===== config.mk =====
export PLATFORM = sky130hd
export DESIGN_NAME = servo_status_packet_parser_flat
export DESIGN_NICKNAME = d
export VERILOG_FILES = /design/src/hw/rtl/sspp_pkg.sv /design/src/hw/rtl/sspp_req_if.sv /design/src/hw/rtl/sspp_res_if.sv /design/src/hw/rtl/servo_status_packet_parser.sv /design/src/hw/rtl/sspp_engine.sv /design/src/flat_wrapper.sv
export VERILOG_INCLUDE_DIRS = /design/src /design/src/hw/rtl
export SDC_FILE = /design/constraint.sdc
export NUM_CORES = 1
export LEC_CHECK = 0
export ABC_AREA = 0
export BUFFER_PORTS_ARGS = -buffer_cell sky130_fd_sc_hd__buf_2
export CAP_MARGIN = 30
export CORE_MARGIN = 2
export CORE_UTILIZATION = 43
export CTS_BUF_LIST = sky130_fd_sc_hd__clkbuf_4
export DETAILED_ROUTE_END_ITERATION = 6
export GPL_TIMING_DRIVEN = 0
export PLACE_DENSITY = 0.64
export REMOVE_ABC_BUFFERS = 1
export SLEW_MARGIN = 25
export SYNTH_ARGS = -nofsm -noshare
export SYNTH_HDL_FRONTEND = slang
export SYNTH_SLANG_ARGS = --single-unit

===== constraint.sdc =====
create_clock -name clk -period 3.4 [get_ports clk]
set_clock_uncertainty 0.2 [all_clocks]
set_input_delay 0.17 -clock clk [delete_from_list [all_inputs] [get_ports clk]]
set_output_delay 0.17 -clock clk [all_outputs]
set_load 0.05 [all_outputs]

===== src/hw/rtl/servo_status_packet_parser_defines.svh =====
// Assertion macros shared by the servo status packet parser RTL.
`ifndef SERVO_STATUS_PACKET_PARSER_DEFINES_SVH
`define SERVO_STATUS_PACKET_PARSER_DEFINES_SVH

`ifndef SYNTHESIS
// Clocked check, switched off while reset is high.
`define SSPP_ASSERT(label, clk, rst, prop) \
  label: assert property (@(posedge clk) disable iff (rst) prop) \
    else $error("sspp assertion failed");
// Clocked check that also holds during reset.
`define SSPP_ASSERT_ALWAYS(label, clk, prop) \
  label: assert property (@(posedge clk) prop) \
    else $error("sspp assertion failed");
`else
`define SSPP_ASSERT(label, clk, rst, prop)
`define SSPP_ASSERT_ALWAYS(label, clk, prop)
`endif

`endif


===== src/hw/rtl/sspp_pkg.sv =====
// Types and constants of the servo status packet parser.
package sspp_pkg;

  localparam int unsigned CFG_IDX_W  = 1;
  localparam int unsigned CFG_DATA_W = 8;

  localparam logic [CFG_IDX_W-1:0] CFG_TIMEOUT_LIMIT = 1'd0;
  localparam logic [CFG_IDX_W-1:0] CFG_MAX_LENGTH    = 1'd1;

  localparam logic [7:0] TIMEOUT_LIMIT_RST = 8'd100;
  localparam logic [7:0] MAX_LENGTH_RST    = 8'd32;
  localparam logic [7:0] MIN_LENGTH        = 8'd2;

  typedef enum logic [1:0] {
    REQ_START = 2'd0,
    REQ_BYTE  = 2'd1,
    REQ_TICK  = 2'd2
  } req_t;

  typedef enum logic [2:0] {
    PH_IDLE = 3'd0,
    PH_HDR0 = 3'd1,
    PH_HDR1 = 3'd2,
    PH_ID   = 3'd3,
    PH_LEN  = 3'd4,
    PH_ERR  = 3'd5,
    PH_PARM = 3'd6,
    PH_SUM  = 3'd7
  } phase_t;

  typedef enum logic [2:0] {
    ST_OK      = 3'd0,
    ST_HDR_TO  = 3'd1,
    ST_BODY_TO = 3'd2,
    ST_BADLEN  = 3'd3,
    ST_CSUM    = 3'd4,
    ST_IDMIS   = 3'd5,
    ST_SERR    = 3'd6
  } status_t;

  typedef struct packed {
    logic [1:0] req_type;
    logic [7:0] rx_byte;
    logic [7:0] expected_id;
  } item_t;

  typedef struct packed {
    logic        is_status;
    logic [7:0]  param_byte;
    logic [7:0]  param_index;
    logic [2:0]  status;
    logic [7:0]  resp_id;
    logic [7:0]  servo_error;
    logic [15:0] value_word;
    logic        last;
  } result_t;

endpackage


===== src/hw/rtl/sspp_req_if.sv =====
// Request channel: start, received byte or wait tick items.
interface sspp_req_if;
  logic       valid;
  logic       ready;
  logic [1:0] req_type;
  logic [7:0] rx_byte;
  logic [7:0] expected_id;

  modport source (output valid, req_type, rx_byte, expected_id, input ready);
  modport sink (input valid, req_type, rx_byte, expected_id, output ready);
endinterface


===== src/hw/rtl/sspp_res_if.sv =====
// Result channel: parameter bytes and final packet status.
interface sspp_res_if;
  logic        valid;
  logic        ready;
  logic        is_status;
  logic [7:0]  param_byte;
  logic [7:0]  param_index;
  logic [2:0]  status;
  logic [7:0]  resp_id;
  logic [7:0]  servo_error;
  logic [15:0] value_word;
  logic        last;

  modport source (output valid, is_status, param_byte, param_index, status, resp_id,
                  servo_error, value_word, last, input ready);
  modport sink (input valid, is_status, param_byte, param_index, status, resp_id,
                servo_error, value_word, last, output ready);
endinterface


===== src/hw/rtl/servo_status_packet_parser.sv =====
// Servo status packet parser top level: input stage, engine, result stage.
//
//   channel  dir  handshake     payload
//   req      in   valid/ready   req_type, rx_byte, expected_id
//   res      out  valid/ready   is_status, param_byte, param_index, status,
//                               resp_id, servo_error, value_word, last
//   cfg      in   cfg_we        cfg_index, cfg_data
//
// One item per cycle sustained while the result register is not stalled.
// Items pass an input register, the engine's state update, then a result register.
// A stalled result register holds the input register, which then drops req.ready.
// Reset (rst, synchronous) idles the parser and restores the register defaults.
`include "servo_status_packet_parser_defines.svh"

module servo_status_packet_parser (
  input  logic                             clk,
  input  logic                             rst,
  input  logic                             cfg_we,
  input  logic [sspp_pkg::CFG_IDX_W-1:0]   cfg_index,
  input  logic [sspp_pkg::CFG_DATA_W-1:0]  cfg_data,
  sspp_req_if.sink                         req,
  sspp_res_if.source                       res
);
  import sspp_pkg::*;

  logic [7:0] timeout_limit;
  logic [7:0] max_length;

  logic    in_valid;
  item_t   in_item;
  logic    out_valid;
  result_t out_res;

  logic    advance;
  logic    fire;
  logic    has_res;
  result_t res_c;

  assign advance   = !out_valid || res.ready;
  assign fire      = in_valid && advance;
  assign req.ready = !in_valid || advance;

  always_ff @(posedge clk) begin
    if (rst) begin
      timeout_limit <= TIMEOUT_LIMIT_RST;
      max_length    <= MAX_LENGTH_RST;
    end else if (cfg_we) begin
      unique case (cfg_index)
        CFG_TIMEOUT_LIMIT: timeout_limit <= cfg_data;
        CFG_MAX_LENGTH:    max_length    <= cfg_data;
        default: ;
      endcase
    end
  end

  always_ff @(posedge clk) begin
    if (rst) begin
      in_valid <= 1'b0;
    end else if (req.valid && req.ready) begin
      in_valid <= 1'b1;
    end else if (fire) begin
      in_valid <= 1'b0;
    end
  end

  always_ff @(posedge clk) begin
    if (req.valid && req.ready) begin
      in_item.req_type    <= req.req_type;
      in_item.rx_byte     <= req.rx_byte;
      in_item.expected_id <= req.expected_id;
    end
  end

  sspp_engine u_engine (
    .clk           (clk),
    .rst           (rst),
    .fire          (fire),
    .item          (in_item),
    .timeout_limit (timeout_limit),
    .max_length    (max_length),
    .has_res       (has_res),
    .res           (res_c)
  );

  always_ff @(posedge clk) begin
    if (rst) begin
      out_valid <= 1'b0;
    end else if (advance) begin
      out_valid <= fire && has_res;
    end
  end

  always_ff @(posedge clk) begin
    if (advance && fire) begin
      out_res <= res_c;
    end
  end

  assign res.valid       = out_valid;
  assign res.is_status   = out_res.is_status;
  assign res.param_byte  = out_res.param_byte;
  assign res.param_index = out_res.param_index;
  assign res.status      = out_res.status;
  assign res.resp_id     = out_res.resp_id;
  assign res.servo_error = out_res.servo_error;
  assign res.value_word  = out_res.value_word;
  assign res.last        = out_res.last;

  `SSPP_ASSERT(a_in_held_on_stall, clk, rst, in_valid && !advance |=> in_valid)
  `SSPP_ASSERT(a_out_held_on_stall, clk, rst, out_valid && !res.ready |=> out_valid)
  `SSPP_ASSERT_ALWAYS(a_no_fire_in_reset, clk, rst |=> !out_valid)

endmodule


===== src/hw/rtl/sspp_engine.sv =====
// Packet state machine: one item per fire, at most one result per item.
`include "servo_status_packet_parser_defines.svh"

module sspp_engine (
  input  logic            clk,
  input  logic            rst,
  input  logic            fire,
  input  sspp_pkg::item_t item,
  input  logic [7:0]      timeout_limit,
  input  logic [7:0]      max_length,
  output logic            has_res,
  output sspp_pkg::result_t res
);
  import sspp_pkg::*;

  phase_t      phase, phase_next;
  logic [7:0]  wait_count, wait_count_next;
  logic [7:0]  want_id, want_id_next;
  logic [7:0]  got_id, got_id_next;
  logic [7:0]  pkt_length, pkt_length_next;
  logic [7:0]  err_byte, err_byte_next;
  logic [7:0]  params_left, params_left_next;
  logic [7:0]  running_sum, running_sum_next;
  logic [15:0] first_two_params, first_two_params_next;

  logic [7:0] b;
  logic [7:0] param_idx;
  logic       len_bad;
  logic       tick_to;
  logic       in_header;

  assign b         = item.rx_byte;
  assign param_idx = (pkt_length - MIN_LENGTH) - params_left;
  assign len_bad   = (b < MIN_LENGTH) || (b > max_length);
  // wait_count + 1 > limit
  assign tick_to   = (wait_count >= timeout_limit);
  assign in_header = (phase <= PH_LEN);

  // next state
  always_comb begin
    phase_next            = phase;
    wait_count_next       = wait_count;
    want_id_next          = want_id;
    got_id_next           = got_id;
    pkt_length_next       = pkt_length;
    err_byte_next         = err_byte;
    params_left_next      = params_left;
    running_sum_next      = running_sum;
    first_two_params_next = first_two_params;
    if (fire) begin
      unique case (item.req_type)
        REQ_START: begin
          want_id_next          = item.expected_id;
          phase_next            = PH_HDR0;
          wait_count_next       = '0;
          got_id_next           = '0;
          pkt_length_next       = '0;
          err_byte_next         = '0;
          params_left_next      = '0;
          running_sum_next      = '0;
          first_two_params_next = '0;
        end
        REQ_BYTE: begin
          unique case (phase)
            PH_IDLE: ;
            PH_HDR0: phase_next = PH_HDR1;
            PH_HDR1: phase_next = PH_ID;
            PH_ID: begin
              got_id_next      = b;
              running_sum_next = running_sum + b;
              phase_next       = PH_LEN;
            end
            PH_LEN: begin
              pkt_length_next = b;
              if (len_bad) begin
                phase_next = PH_IDLE;
              end else begin
                running_sum_next = running_sum + b;
                params_left_next = b - MIN_LENGTH;
                wait_count_next  = '0;
                phase_next       = PH_ERR;
              end
            end
            PH_ERR: begin
              err_byte_next    = b;
              running_sum_next = running_sum + b;
              phase_next       = (params_left != '0) ? PH_PARM : PH_SUM;
            end
            PH_PARM: begin
              if (param_idx == 8'd0) begin
                first_two_params_next[7:0] = b;
              end else if (param_idx == 8'd1) begin
                first_two_params_next[15:8] = b;
              end
              running_sum_next = running_sum + b;
              params_left_next = params_left - 8'd1;
              if (params_left == 8'd1) begin
                phase_next = PH_SUM;
              end
            end
            PH_SUM: phase_next = PH_IDLE;
            default: ;
          endcase
        end
        REQ_TICK: begin
          if (phase != PH_IDLE) begin
            if (tick_to) begin
              phase_next = PH_IDLE;
            end else begin
              wait_count_next = wait_count + 8'd1;
            end
          end
        end
        default: ;
      endcase
    end
  end

  // result
  always_comb begin
    has_res         = 1'b0;
    res             = '0;
    res.resp_id     = got_id;
    res.servo_error = err_byte;
    res.value_word  = first_two_params;
    res.is_status   = 1'b1;
    res.last        = 1'b1;
    res.status      = ST_OK;
    if (fire) begin
      unique case (item.req_type)
        REQ_BYTE: begin
          unique case (phase)
            PH_LEN: begin
              has_res    = len_bad;
              res.status = ST_BADLEN;
            end
            PH_PARM: begin
              has_res = 1'b1;
              res     = '0;
              res.param_byte  = b;
              res.param_index = param_idx;
            end
            PH_SUM: begin
              has_res = 1'b1;
              priority if (~running_sum != b) begin
                res.status = ST_CSUM;
              end else if (got_id != want_id) begin
                res.status = ST_IDMIS;
              end else if (err_byte != '0) begin
                res.status = ST_SERR;
              end else begin
                res.status = ST_OK;
              end
            end
            default: ;
          endcase
        end
        REQ_TICK: begin
          has_res    = (phase != PH_IDLE) && tick_to;
          res.status = in_header ? ST_HDR_TO : ST_BODY_TO;
        end
        default: ;
      endcase
    end
  end

  always_ff @(posedge clk) begin
    if (rst) begin
      phase            <= PH_IDLE;
      wait_count       <= '0;
      want_id          <= '0;
      got_id           <= '0;
      pkt_length       <= '0;
      err_byte         <= '0;
      params_left      <= '0;
      running_sum      <= '0;
      first_two_params <= '0;
    end else begin
      phase            <= phase_next;
      wait_count       <= wait_count_next;
      want_id          <= want_id_next;
      got_id           <= got_id_next;
      pkt_length       <= pkt_length_next;
      err_byte         <= err_byte_next;
      params_left      <= params_left_next;
      running_sum      <= running_sum_next;
      first_two_params <= first_two_params_next;
    end
  end

  `SSPP_ASSERT(a_status_closes, clk, rst, has_res && res.is_status |=> phase == PH_IDLE)
  `SSPP_ASSERT(a_param_in_body, clk, rst, has_res && !res.is_status |-> phase == PH_PARM)
  `SSPP_ASSERT(a_idle_silent, clk, rst, fire && phase == PH_IDLE |-> !has_res)
  `SSPP_ASSERT(a_parm_has_left, clk, rst, phase == PH_PARM |-> params_left != 8'd0)

endmodule


===== src/flat_wrapper.sv =====
// flat-port wrapper written by rule: the top's interface ports become plain ports
module servo_status_packet_parser_flat import sspp_pkg::*;
  (clk, rst, cfg_we, cfg_index, cfg_data, req_valid, req_req_type, req_rx_byte, req_expected_id, req_ready, res_valid, res_is_status, res_param_byte, res_param_index, res_status, res_resp_id, res_servo_error, res_value_word, res_last, res_ready);
  sspp_req_if req_i ();
  sspp_res_if res_i ();
  input  logic clk;
  input  logic rst;
  input  logic cfg_we;
  input  logic [sspp_pkg::CFG_IDX_W-1:0] cfg_index;
  input  logic [sspp_pkg::CFG_DATA_W-1:0] cfg_data;
  input wire logic [$bits(req_i.valid)-1:0] req_valid;
  input wire logic [$bits(req_i.req_type)-1:0] req_req_type;
  input wire logic [$bits(req_i.rx_byte)-1:0] req_rx_byte;
  input wire logic [$bits(req_i.expected_id)-1:0] req_expected_id;
  output wire logic [$bits(req_i.ready)-1:0] req_ready;
  output wire logic [$bits(res_i.valid)-1:0] res_valid;
  output wire logic [$bits(res_i.is_status)-1:0] res_is_status;
  output wire logic [$bits(res_i.param_byte)-1:0] res_param_byte;
  output wire logic [$bits(res_i.param_index)-1:0] res_param_index;
  output wire logic [$bits(res_i.status)-1:0] res_status;
  output wire logic [$bits(res_i.resp_id)-1:0] res_resp_id;
  output wire logic [$bits(res_i.servo_error)-1:0] res_servo_error;
  output wire logic [$bits(res_i.value_word)-1:0] res_value_word;
  output wire logic [$bits(res_i.last)-1:0] res_last;
  input wire logic [$bits(res_i.ready)-1:0] res_ready;
  assign req_i.valid = req_valid;
  assign req_i.req_type = req_req_type;
  assign req_i.rx_byte = req_rx_byte;
  assign req_i.expected_id = req_expected_id;
  assign req_ready = req_i.ready;
  assign res_valid = res_i.valid;
  assign res_is_status = res_i.is_status;
  assign res_param_byte = res_i.param_byte;
  assign res_param_index = res_i.param_index;
  assign res_status = res_i.status;
  assign res_resp_id = res_i.resp_id;
  assign res_servo_error = res_i.servo_error;
  assign res_value_word = res_i.value_word;
  assign res_last = res_i.last;
  assign res_i.ready = res_ready;
  servo_status_packet_parser u_core (.clk(clk), .rst(rst), .cfg_we(cfg_we), .cfg_index(cfg_index), .cfg_data(cfg_data), .req(req_i), .res(res_i));
endmodule

# Word-level counts from Yosys, hierarchy flattened

Index checks and enable logic that the tools add are counted.

Bits in registers: 164
Latch bits: 0
Memory bits (writable): 0
Bits in read-only memories: 0
Input bits: 32
Output and inout port bits: 55
Logic and storage cells: 144
Memories: 0

$add $sub $neg: 6
$mul: 0
Div/mod/pow operators: 0
Order comparisons: 4
Equal/unequal tests: 29
Shifts and indexed selects: 0
Muxes and demuxes: 44
Bitwise gates (word level): 2
Reduce and logical (&&, ||, !) cells: 34

Operator list:

| cell                | number |
|---|---|
| $pmux 8 s2          | 7 |
| $mux 33             | 3 |
| $mux 8              | 12 |
| $pmux 16 s2         | 1 |
| $pmux 8 s3          | 1 |
| $mux 3              | 7 |
| $pmux 3 s7          | 1 |
| $mux 17             | 1 |
| $eq 8x1->1 const B  | 2 |
| $mux 16             | 1 |
| $ne 8x8->1          | 2 |
| $reduce_bool 8->1   | 2 |
| $sub 8x2->8 const B | 2 |
| $ne 2x2->1 const B  | 7 |
| $eq 3x3->1 const B  | 4 |
| $pmux 3 s2          | 2 |
| $reduce_and 3->1    | 4 |
| $reduce_and 4->1    | 3 |
| $reduce_and 6->1    | 2 |
| $pmux 3 s3          | 1 |
| $add 8x1->8 const B | 1 |
| $add 8x8->8         | 1 |
| $ge 8x8->1          | 1 |
| $gt 8x8->1          | 1 |
| 29 further kinds    | 50 |

# Logic depth before layout (Yosys ltp)

Word-level depth: 7
Gate-level depth with buffers: 12
Mapped depth without buffers: 11

# Cells and area by module

Synthesis repeated with hierarchy kept, for this count alone.

Cell total of the unflattened synthesis: 788
Area, all modules: 8070.2 µm²

Modules (own cells, without submodules):

| module                     | instances | cells an instance | area an instance (µm²) | seq. area each (µm²) |
|---|---|---|---|---|
| sspp_engine                | 1         | 640               | 5158.7                 | 1501.4 |
| servo_status_packet_parser | 1         | 148               | 2911.5                 | 2492.4 |

# Worst setup path after synthesis

Ideal clock, no wire load.

Path type: register -> register
Start point: register u_core.out_valid (netlist: u_core.res.valid)
End point: register u_core.out_res (netlist bit u_core.res.param_index[2]), data pin
Library setup time: 0.144 ns
Arrival time: 2.791 ns
Data required time: 3.056 ns
Slack: 0.264 ns
Cell stages (with the launch flop): 6
Buffers on the path: 1
Clock period less this slack: 3.136 ns
Path through: dfxtp_1 nand2b_1 nand2_1 inv_2 clkbuf_1 and3_1

Word-level cells in the longest chain between the ends: 4

RTL lines:

| element                    | RTL line                         | text |
|---|---|---|
| from (decl)                | servo_status_packet_parser.sv:31 | `logic out_valid;` |
| from (signal assigned)     | servo_status_packet_parser.sv:89 | `out_valid <= fire && has_res;` |
| $logic_not 1->1            | servo_status_packet_parser.sv:39 | `assign advance = !out_valid \|\| res.ready;` |
| $logic_or 1x1->1           | servo_status_packet_parser.sv:39 |  |
| $logic_and 1x1->1          | servo_status_packet_parser.sv:40 | `assign fire = in_valid && advance;` |
| named net u_core.fire      | servo_status_packet_parser.sv:35 | `logic fire;` |
| $reduce_and 3->1 (no line) | n/a                              |  |
| to (signal assigned)       | servo_status_packet_parser.sv:95 | `out_res <= res_c;` |
| to (decl)                  | servo_status_packet_parser.sv:32 | `result_t out_res;` |

The timed path passes the listed nets, and every way through them passes these cells.
A chain may end at the register's enable or synchronous reset.

# Final worst setup path

Start point: register u_core.u_engine.params_left[1]
End point: register u_core.u_engine.first_two_params[2]

Word-level cells in the longest chain between the ends: 4

RTL lines:

| element                    | RTL line           | text |
|---|---|---|
| from (decl)                | sspp_engine.sv:22  | `logic [7:0] params_left, params_left_next;` |
| from (signal assigned)     | sspp_engine.sv:185 | `params_left <= params_left_next;` |
| $sub 8x8->8                | sspp_engine.sv:33  | `assign param_idx = (pkt_length - MIN_LENGTH) - params_left;` |
| $logic_not 8->1            | sspp_engine.sv:90  | `if (param_idx == 8'd0) begin` |
| $ne 2x2->1 (no line)       | n/a                |  |
| $reduce_and 4->1 (no line) | n/a                |  |
| to (signal assigned)       | sspp_engine.sv:187 | `first_two_params <= first_two_params_next;` |
| to (decl)                  | sspp_engine.sv:24  | `logic [15:0] first_two_params, first_two_params_next;` |

Every way passes these cells.

==> flow_summary.toml <==
[yosys]
yosys-top-cells-area = "edfxtp_1 26%, dfxtp_1 23%, ha_1 6.7%, mux2i_1 5.4%, nand2_1 3.9%"
syn_area_per_cell_um2 = 9.91
synth.cell_area_mm2 = 0.00820
ys_types = 75
synth_top_cell_by_area = "edfxtp_1"
synth_edf_count = 70
synth_top_cell_area_share = 0.256
async_reset_ff_frac = 0
yosysWarnings = 0
ys.flop_type = "dfxtp_1"
synth-seq-cells = 163
syn_inst = 827
yosysSeqAreaShare = 0.484

[sta]
fin_crit_sh = 0.923
setup_violations = 0
rsz0062_at_grt = "no"
fmax_mhz = 318
slew_headroom = 0.395
hold_viol_final = 0
tightest_slew_ps = 908
report.final.slew_viol_count = 0
period_needed_ps = 3140

[global_route]
grt-ovfl-total = 0
grt_pass1_vias = 6299
grt_pass1_wl_um = 31700
grt_use_total = 0.198
grt_max_degree = 70
antenna_found_initial = 1

[final_layout]
final_cells = 1199
seq_area_mm2 = 0.00396
final_util = 0.516
nFillCells = 1719
drive_gt1_frac = 0.149
syn_to_final_growth_pct = 17.8
finalNetCount = 1029
multi_input_area_mm2 = 0.00389

[worst_hold_path]
min_path_type = "in -> reg"

[pwr]
p_leak_nw = 3.80
pwr_density_cell_mw_per_mm2 = 401
ir_worst_vdd_mv = 0.221

[clock_tree]
cts_num_sinks = 163
clockRootBuffer = "clkbuf_4"
cts_buffers = 17
clk_latency_ps = 590
clock_path_buffers = 2
cts_tree = "done"
htreeDepth = 4
clk_transition_reported_paths_ps = 150

[critical_path]
arrival_ps = 3460
crit_required_ps = 3720
cp_common_cell = "ha_1"
slowest_stage = "and4bb_1"
crit_buf_inv = 1
cp_max_fo = 8
end_kind = "flip-flop"
criticalPathCategory = "reg -> reg"
start_kind = "flip-flop"
crit_chain = "ha_1 -> inv_1 -> ha_1 -> fa_1 -> a21o_1 -> a21oi_2 -> xnor2_1 -> nor4_2 -> and4bb_1 -> mux2i_1"
slowest_delay_ps = 570
cpLargestDelayFamily = "adder cells"

[die]
placeableCoreArea_mm2 = 0.0187
start_util = 0.438
fp.dieH_um = 142
io_pins = 87
fp.dieW_um = 142
fp-row-count = 50
die-area_mm2 = 0.0202

[place]
dpl.cell_count = 1112
gp_congestion = 0.897
post-dp-hpwl_um = 13000
portBuffers = 86

[route]
firstDrtPassIters = 5
ant_nets = 0
routed_wl_um = 19300
via_per_inst = 5.38
vias = 6456
routedWlPerCell_um = 16.1
drt_iter0_drc = 429
drc = 0

[run]
maxCapViolCount = 0

[status]
status = "finished, final reports clean"
==> registers in the layout (all words and copies together) (netlist names) <==
name,cells
u_core.u_engine.pkt_length,8
u_core.res.resp_id,8
u_core.max_length,8
u_core.u_engine.want_id,8
u_core.u_engine.err_byte,8
u_core.u_engine.params_left,8
u_core.timeout_limit,8
u_core.res.status,3
u_core.res.param_index,8
u_core.u_engine.running_sum,8
u_core.res.value_word,16
u_core.res.is_status,1
u_core.res.param_byte,8
u_core.res.servo_error,8
u_core.u_engine.wait_count,8
u_core.res.valid,1
u_core.in_item,18
u_core.u_engine.phase,3
u_core.in_valid,1
u_core.u_engine.got_id,8
u_core.u_engine.first_two_params,16
==> path summary, 6_finish.rpt <==
kind                                                          start                                   to  slack [ps]  cells past startpoint
worst min-delay path                             req_expected_id[1]                    u_core.in_item[1]          80                      2
worst min register to register  u_core.u_engine.first_two_params[4]  u_core.u_engine.first_two_params[4]         260                      2
worst max register to register       u_core.u_engine.params_left[1]  u_core.u_engine.first_two_params[2]         260                     10
worst max-delay path                 u_core.u_engine.params_left[1]  u_core.u_engine.first_two_params[2]         260                     10
==> power breakdown <==
group          internal (mW)  total (mW)  switching, mW  leakage, nW
clock network          0.413        1.24          0.826        0.168
logic                  0.179       0.492          0.313         2.20
registers               2.09        2.14         0.0447         1.44
==> per-stage QoR <==
step	TNS, ps	setup slack, ps	hold WS [ps]	area, um2	power [mW]
final	0	260	82.3	9650	3.87
after global routing	0	22.3	59.2	9650	4.03
after CTS	0	75.7	45.8	9620	3.90
after detailed placement	-951	-122	148	8780	2.62
after global placement	-15210	-485	147	8760	2.62
after floorplan	0	116	39.1	8040	2.48
==> cell usage after synthesis (5+ instances only) <==
library cell and n:
dfxtp_1 93, nand2_1 85, edfxtp_1 70, nor2_1 64
a21oi_1 55, inv_1 48, ha_1 44, mux2i_1 44
and2_1 40, nand3_1 29, clkbuf_1 26, o211ai_1 18
xnor2_1 18, and3_1 12, o21ai_0 10, o31ai_1 10
o2111ai_1 9, o21ai_1 9, nand2b_1 8, xor2_1 8
a211oi_1 7, nand4_1 7, nor2b_1 7, a21o_1 6
a31oi_1 6, nor3_1 6, buf_2 5, or3_1 5
==> cells in the final DEF, fill, tap and decap left out, types with 12 or more instances in the layout <==
cell type,count
a21oi_1,54
and2_1,40
and3_1,12
buf_2,85
clkbuf_4,18
dfxtp_1,93
dlygate4sd3_1,52
edfxtp_1,70
ha_1,43
inv_1,47
mux2i_1,44
nand2_1,85
nand3_1,29
nor2_1,64
o211ai_1,18
xnor2_1,18
==> layout make-up <==
| class | instances | area share |
|---|---|---|
| well taps | 234 | 0.0303 |
| inverters | 52 | 0.0207 |
| repair buffers | 141 | 0.102 |
| multi-input cells | 576 | 0.403 |
| clock inverters | 15 | 0.0200 |
| clock buffers | 17 | 0.0132 |
| diodes | 1 | 0.000259 |
| flip-flops and latches | 163 | 0.411 |
==> what timing repair did <==
action | 4_1_cts | 5_1_grt
endpoints found under the setup margin | 15 | 8
endpoints found under the hold margin | 77 | 0
gates resized for setup | 2 | 1
hold buffers | 52 | 0
buffers inserted | 0 | 0
==> per-layer routing <==
layer | wire length, um | track usage
met2 | 9050 | 0.324
met5 | 0 | 0
met4 | 486 | 0.0800
met1 | 8980 | 0.260
met3 | 783 | 0.0363
==> logic make-up after synthesis <==
group | after synthesis | share of synthesized area
simple gates | 294 | 0.182
compound gates | 166 | 0.138
flops | 163 | 0.484
buf+inv | 88 | 0.0429
fa+ha+maj | 46 | 0.0721
mux | 44 | 0.0537
xor+xnor | 26 | 0.0278
Note: power is estimated with default switching activity, not from simulation.
